## src/hcw_relative_orbit_propagator_core_defines.svh

```systemverilog
// Assertion macros used by the core RTL file.
`ifndef HCW_RELATIVE_ORBIT_PROPAGATOR_CORE_DEFINES_SVH
`define HCW_RELATIVE_ORBIT_PROPAGATOR_CORE_DEFINES_SVH

`ifndef NO_ASSERTIONS
`define HCW_CHECK(lbl, cond) \
  lbl: assert property (@(posedge clk) disable iff (rst) (cond)) \
    else $error("check failed");
`define HCW_CHECK_IMPL(lbl, ante, cons) \
  lbl: assert property (@(posedge clk) disable iff (rst) (ante) |-> (cons)) \
    else $error("check failed");
`define HCW_CHECK_NEXT(lbl, ante, cons) \
  lbl: assert property (@(posedge clk) disable iff (rst) (ante) |=> (cons)) \
    else $error("check failed");
`else
`define HCW_CHECK(lbl, cond)
`define HCW_CHECK_IMPL(lbl, ante, cons)
`define HCW_CHECK_NEXT(lbl, ante, cons)
`endif

`endif

```

## src/hcwop_pkg.sv

```systemverilog
`default_nettype none
package hcwop_pkg;

  localparam int FRAC_BITS   = 16;
  localparam int TRIG_FRAC   = 30;
  localparam int MOTION_FRAC = 32;
  localparam int ANG_LSB     = 64 + FRAC_BITS;
  localparam int TW          = 34;
  localparam int TERM_W      = 58;

  localparam logic [56:0] TERM_LIM = 57'(1) << 56;
  localparam logic [63:0] INV2PI_Q64 = 64'h28BE_60DB_9391_054A;
  localparam logic [31:0] INV2PI_LO = INV2PI_Q64[31:0];
  localparam logic [31:0] INV2PI_HI = INV2PI_Q64[63:32];
  localparam logic signed [33:0] TWOPI_Q30 = 34'sd6746518852;
  localparam logic signed [33:0] GAIN_Q30  = 34'sd652032874;
  localparam logic signed [33:0] QPI_Q30   = 34'sd843314857;
  localparam logic signed [33:0] ONE_Q30   = 34'sd1073741824;
  localparam logic [31:0] OCTANT_HALF = 32'h2000_0000;

  localparam logic [2:0] REG_MEAN_MOTION  = 3'd0;
  localparam logic [2:0] REG_RECIP_MOTION = 3'd1;
  localparam logic [2:0] REG_INIT_POS_R   = 3'd2;
  localparam logic [2:0] REG_INIT_POS_I   = 3'd3;
  localparam logic [2:0] REG_INIT_POS_C   = 3'd4;
  localparam logic [2:0] REG_INIT_VEL_R   = 3'd5;
  localparam logic [2:0] REG_INIT_VEL_I   = 3'd6;
  localparam logic [2:0] REG_INIT_VEL_C   = 3'd7;

  typedef logic signed [TW-1:0] trig_t;

  typedef struct packed {
    logic              bad;
    logic [1:0]        qd;
    logic signed [47:0] t;
    logic [47:0]       nt;
  } side_t;

  typedef struct packed {
    logic signed [47:0] pos_r;
    logic signed [47:0] pos_i;
    logic signed [47:0] pos_c;
    logic signed [47:0] vel_r;
    logic signed [47:0] vel_i;
    logic signed [47:0] vel_c;
    logic               status;
  } res_t;

  // Restoring shift-and-subtract quotient of two non-negative constants.
  function automatic longint shift_div(input longint num, input longint den);
    longint q;
    longint r;
    q = 0;
    r = 0;
    for (int b = 62; b >= 0; b--) begin
      r = (r << 1) | ((num >> b) & longint'(1));
      if (r >= den) begin
        r = r - den;
        q = q | (longint'(1) << b);
      end
    end
    return q;
  endfunction

  function automatic trig_t atan_q30(input int i);
    longint sum;
    longint term;
    int     k;
    int     e;
    sum = 0;
    if (i == 0) begin
      return QPI_Q30;
    end
    for (k = 0; k < 32; k++) begin
      e = 60 - (2 * k + 1) * i;
      if (e >= 0) begin
        term = shift_div(longint'(1) << e, longint'(2 * k + 1));
        sum = (k % 2 == 1) ? sum - term : sum + term;
      end
    end
    return TW'((sum + (longint'(1) << 29)) >>> 30);
  endfunction

  function automatic logic signed [47:0] sat48(input logic signed [63:0] v);
    if (v > 64'sh0000_7FFF_FFFF_FFFF) begin
      return 48'sh7FFF_FFFF_FFFF;
    end else if (v < -64'sh0000_8000_0000_0000) begin
      return 48'sh8000_0000_0000;
    end
    return v[47:0];
  endfunction

endpackage
`default_nettype wire

```

## src/hcwop_cordic_cell.sv

```systemverilog
`default_nettype none
module hcwop_cordic_cell #(
  parameter int IDX = 0
) (
  input  wire logic                    clk,
  input  wire logic                    en,
  input  wire hcwop_pkg::trig_t        x_in,
  input  wire hcwop_pkg::trig_t        y_in,
  input  wire hcwop_pkg::trig_t        z_in,
  input  wire hcwop_pkg::side_t        side_in,
  output hcwop_pkg::trig_t             x_out,
  output hcwop_pkg::trig_t             y_out,
  output hcwop_pkg::trig_t             z_out,
  output hcwop_pkg::side_t             side_out
);

  localparam hcwop_pkg::trig_t AT = hcwop_pkg::atan_q30(IDX);

  hcwop_pkg::trig_t dx, dy;

  assign dx = y_in >>> IDX;
  assign dy = x_in >>> IDX;

  always_ff @(posedge clk) begin
    if (en) begin
      side_out <= side_in;
      if (!z_in[hcwop_pkg::TW-1]) begin
        x_out <= x_in - dx;
        y_out <= y_in + dy;
        z_out <= z_in - AT;
      end else begin
        x_out <= x_in + dx;
        y_out <= y_in - dy;
        z_out <= z_in + AT;
      end
    end
  end

endmodule
`default_nettype wire

```

## config.mk

```make
export PLATFORM = sky130hd
export DESIGN_NAME = hcwop_cordic_cell
export DESIGN_NICKNAME = d
export VERILOG_FILES = /design/src/hcw_relative_orbit_propagator_core_defines.svh /design/src/hcwop_pkg.sv /design/src/hcwop_cordic_cell.sv
export SDC_FILE = /design/constraint.sdc
export NUM_CORES = 1
export LEC_CHECK = 0
export ABC_AREA = 1
export BUFFER_PORTS_ARGS = -buffer_cell sky130_fd_sc_hd__buf_2
export CELL_PAD_IN_SITES_DETAIL_PLACEMENT = 0
export CELL_PAD_IN_SITES_GLOBAL_PLACEMENT = 1
export CORE_MARGIN = 3
export CORE_UTILIZATION = 36
export CTS_BUF_LIST = sky130_fd_sc_hd__clkbuf_4
export CTS_CLUSTER_DIAMETER = 100
export DETAILED_ROUTE_END_ITERATION = 16
export PLACE_DENSITY = 0.87
export SLEW_MARGIN = 20
export SYNTH_ARGS = -nofsm -noshare
export SYNTH_HDL_FRONTEND = slang
export SYNTH_SLANG_ARGS = --single-unit
```

## constraint.sdc

```tcl
create_clock -name clk -period 3.4 [get_ports clk]
set_clock_uncertainty 0.1 [all_clocks]
set_input_delay 0.85 -clock clk [delete_from_list [all_inputs] [get_ports clk]]
set_output_delay 0.85 -clock clk [all_outputs]
set_load 0.03 [all_outputs]
```

After elaboration in Yosys (flattened, before gate mapping)
Cells that the tools add are included.
{ "totals": {"out_inout_bits": 201, "reg_bits": 201, "inputBits": 203, "word_cells": 15} }
{ "classes": {"addsub": 5, "muxes": 3} }
{ "op_table": {"columns": ["cell", "count"], "rows": [
  ["$mux W34", 3],
  ["$sub A34 B34 Y34", 2],
  ["$add A34 B31 Y34 const B", 1],
  ["$add A34 B34 Y34", 1],
  ["$sub A34 B31 Y34 const B", 1]
]} }

Logic depth before layout (Yosys ltp)
{ "depth": {"depth_word": 2, "mapped_depth": 18, "depth_no_buf": 17} }

Worst setup path after synthesis
OpenSTA, ideal clock, no wires.
{ "synth_timing": {"kind": "input -> register", "from": "input z_in[33]", "to": "register z_out[25], data pin", "arrival_ns": 3.025, "n_path_buf": 2, "slack_ns": 0.023, "path_stages": 14, "path_cell_list": "buf_6 -> inv_2 -> clkbuf_1 -> ha_1 -> a21oi_1 -> o21ai_0 -> nor2_1 -> o21ai_2 -> nand2_1 -> nand2_1 -> nand2_1 -> nand2_1 -> nand2_1 -> nand2_1"} }
{ "synth_via": {"elab_chain_len": 1} }
{ "synth_lines": {"columns": ["item", "line_no", "source"], "rows": [
  ["start, declared", "hcwop_cordic_cell.sv:9", "input wire hcwop_pkg::trig_t z_in,"],
  ["$mux W34", "hcwop_cordic_cell.sv:27", "if (!z_in[hcwop_pkg::TW-1]) begin"],
  ["end signal, assigned", "hcwop_cordic_cell.sv:30", "z_out <= z_in - AT;"],
  ["end signal, assigned", "hcwop_cordic_cell.sv:34", "z_out <= z_in + AT;"],
  ["end, declared", "hcwop_cordic_cell.sv:13", "output hcwop_pkg::trig_t z_out,"]
]} }
No other way between the ends.
A chain may end at the register's enable or synchronous reset.

Final worst setup path
{ "layout_timing": {"from": "input x_in[3]", "to": "register x_out[21], data pin"} }
{ "layout_via": {"elab_chain_len": 2, "elab_cells_between_ends": 3, "cone_classes": "add/sub (2); mux (1)"} }
{ "layout_lines": {"columns": ["item", "line_no", "source"], "rows": [
  ["start, declared", "hcwop_cordic_cell.sv:7", "input wire hcwop_pkg::trig_t x_in,"],
  ["$sub A34 B34 Y34 or $add A34 B34 Y34 (tied branches)", "hcwop_cordic_cell.sv:28, hcwop_cordic_cell.sv:32", null],
  ["$mux W34 *", "hcwop_cordic_cell.sv:27", null],
  ["end signal, assigned", "hcwop_cordic_cell.sv:28", "x_out <= x_in - dx;"],
  ["end signal, assigned", "hcwop_cordic_cell.sv:32", "x_out <= x_in + dx;"],
  ["end, declared", "hcwop_cordic_cell.sv:11", "output hcwop_pkg::trig_t x_out,"]
]} }
Mark *: on every way between the ends. The rest lies on a longest branch, timed or not.

==> flow_summary_export.csv <==
group,metric,value,unit
synth,yosysMostFrequentCell,"nand2_1",
placement,dp_hpwl,49400,microns
worst_setup_path,cp_cell_sequence,"buf_2, inv_1, ha_1, buf_4, nand2_2, inv_1, nand2_1, nand2_1, a21oi_1, o21ai_1, nand2_1, nand2_1, nand2_1, nand3_1, nand2_1",
synth,avgSynthCellArea,7.95,sq um
worst_setup_path,critPathSlowestCell,"ha_1",
global_route,grt_pass1_vias,14981,
clocking,cts-root-buf,"clkbuf_4",
synth,synth_top_area_share,39.3,%
global_route,antenna_found_initial,8,
synth,syn-num-nets,2260,
sta,timing.hold.ws,214,ps
route,vias_per_cell,5.20,
worst_setup_path,critPathLaunch,"x_in[3]",
route,drt_iter0_drc,1096,
route,ant_nets,0,
placement,io_buffers,403,
worst_setup_path,critPathKind,"in -> reg",
layout,fin_nets,2680,
global_route,overflow,0,
worst_hold_path,min-delay-start,"side_in[71]",
sta,postLayoutSetupSlackWorst,668,ps
floorplan,core-area,41400,sq um
power_and_ir_drop,cellPowerDensity,409,nW/um^2
worst_setup_path,end_kind,"flip-flop",
floorplan,ios,404,
worst_setup_path,slowest_delay,440,ps
clocking,htreeDepth,4,
sta,setup_viol,0,
worst_hold_path,holdCritPathClass,"in -> reg",
placement,pre_cts_slack,1.69,ps
sta,tightest_slew,867,ps
sta,final-hold-violation-count,0,
global_route,grt_max_degree,71,
route,drc,0,
synth,ys_types,52,
global_route,grt_usage,25.6,%
synth,ys_warn_count,0,
synth,synth_area_leader_cell,"edfxtp_1",
sta,fin_crit,2730,ps
sta,slew_violations,0,
global_route,grt_pass1_wl,86200,microns
clocking,cts_buffer_depth,2,
clocking,numCtsBuffers,17,
layout,syn2layout_area_growth,19.9,%
clocking,cts_tree,"done",
route,vias,15021,
clocking,path_clk_slew,200,ps
worst_setup_path,start_kind,"primary input",
worst_setup_path,arrival,3070,ps
sta,fin_tns_setup,0,ps
synth,synth_area_leaders,"edfxtp_1, nand2_1, ha_1, a21oi_1, inv_1",
synth,netlist_area,15300,sq um
route,routedWlPerCell,20.3,microns
run_status,status,"finished clean",
layout,layout-drive-gt1-share,23.8,%
placement,gp_congestion,1.02,
synth,synth_cells,1922,
synth,async_reset_ff_share,0,%
route,drt-pass1-iter-count,6,
floorplan,die_h,212,microns
job,cap_violations,0,
synth,ys_ff_latch,200,
worst_setup_path,critPathMaxFanout,8,
clocking,cts_resized,0,
synth,synth_ff_type,"edfxtp_1",
sta,period_share,80.4,%
worst_setup_path,worstPathRequired,3740,ps
clocking,cts.sinks,200,
worst_setup_path,path_common_cell,"nand2_1",
worst_setup_path,worstPathBufferInverterCount,4,
layout,utilization,44.3,%
route,drt-total-wl,58800,microns
power_and_ir_drop,leakage,8.82,nW
floorplan,die_area,44900,sq um
floorplan,fp.dieW,212,microns
sta,rsz0062_at_grt,"no",
floorplan,fp-row-count,74,
worst_setup_path,cp_top_family,"simple AND/OR/NAND/NOR gates",
clocking,cts_hold_buffers,0,
sta,slew_headroom,42.2,%
clocking,cts_setup_buffers,0,
synth,synth_edf_count,200,
sta,max_freq,0.366,GHz
floorplan,initial_core_util,36.9,%
synth,synth.top_cells.by_count,"nand2_1, inv_1, edfxtp_1",
power_and_ir_drop,ir_drop,0.000197,V
synth,synth-seq-area-share,39.3,%
-- cells by family (layout without fill, tap and decap cells) --
| group | Yosys count | after routing | share of synthesized area (%) |
|---|---|---|---|
| fa+ha+maj | 135 | 135 | 11.3 |
| flops | 200 | 200 | 39.3 |
| compound gates | 374 | 374 | 13.7 |
| other cells | 0 | 4 | 0 |
| mux | 1 | 1 | 0.0655 |
| simple gates | 883 | 883 | 25.0 |
| buf+inv | 282 | 715 | 7.99 |
| xor+xnor | 47 | 47 | 2.69 |
-- state kept, by name (all words and copies together) (netlist names) --
signal and flops:
side_out 99, x_out 34, z_out 34, y_out 33
-- layout make-up --
type | count | area [sq um]
Antenna cell | 4 | 10.0
Clock buffer | 17 | 128
Clock inverter | 15 | 191
Fill cell | 4229 | 23100
Inverter | 239 | 897
Multi-Input combinational cell | 1440 | 8050
Sequential cell | 200 | 6010
Tap cell | 532 | 666
Timing Repair Buffer | 444 | 2370
-- per-stage QoR --
step | area [sq um] | power (W) | cells
2_1_floorplan | 15300 | 0.00509 | 1922
3_3_place_gp | 18000 | 0.00614 | 2855
3_5_place_dp | 18000 | 0.00616 | 2855
4_1_cts | 18300 | 0.00755 | 2887
5_1_grt | 18300 | 0.00792 | 2889
6_report | 18300 | 0.00750 | 2891
-- routing by layer --
layer | global-route usage, % | wire, microns
met4 | 12.6 | 3020
met1 | 29.8 | 22900
met2 | 45.4 | 28900
met5 | 0 | 10
met3 | 4.44 | 3900
-- where the power goes --
group          total (W)  leakage (nW)  internal (W)  switching [W]
Combinational    0.00295          6.70      0.000864        0.00208
Clock            0.00138         0.167      0.000363        0.00101
Sequential       0.00317          1.96       0.00306       0.000105
-- final timing paths --
kind | end | cells after the start | slack [ps]
setup / recovery | x_out[21] | 15 | 670
hold / removal | side_out[71] | 1 | 210
-- placed cells by master (no fill, tap or decap), types with 17 or more instances in the layout --
master and instances:
nand3_1 155, edfxtp_1 200, ha_1 131, nor2_1 154
nand2_1 471, clkbuf_4 17, xor2_1 36, nor3_1 23
buf_4 38, nand2_2 18, nor2_2 17, o21bai_1 17
o21ai_1 18, inv_1 223, o21ai_0 105, a21oi_1 176
buf_2 402
(Power assumes the default switching activity.)
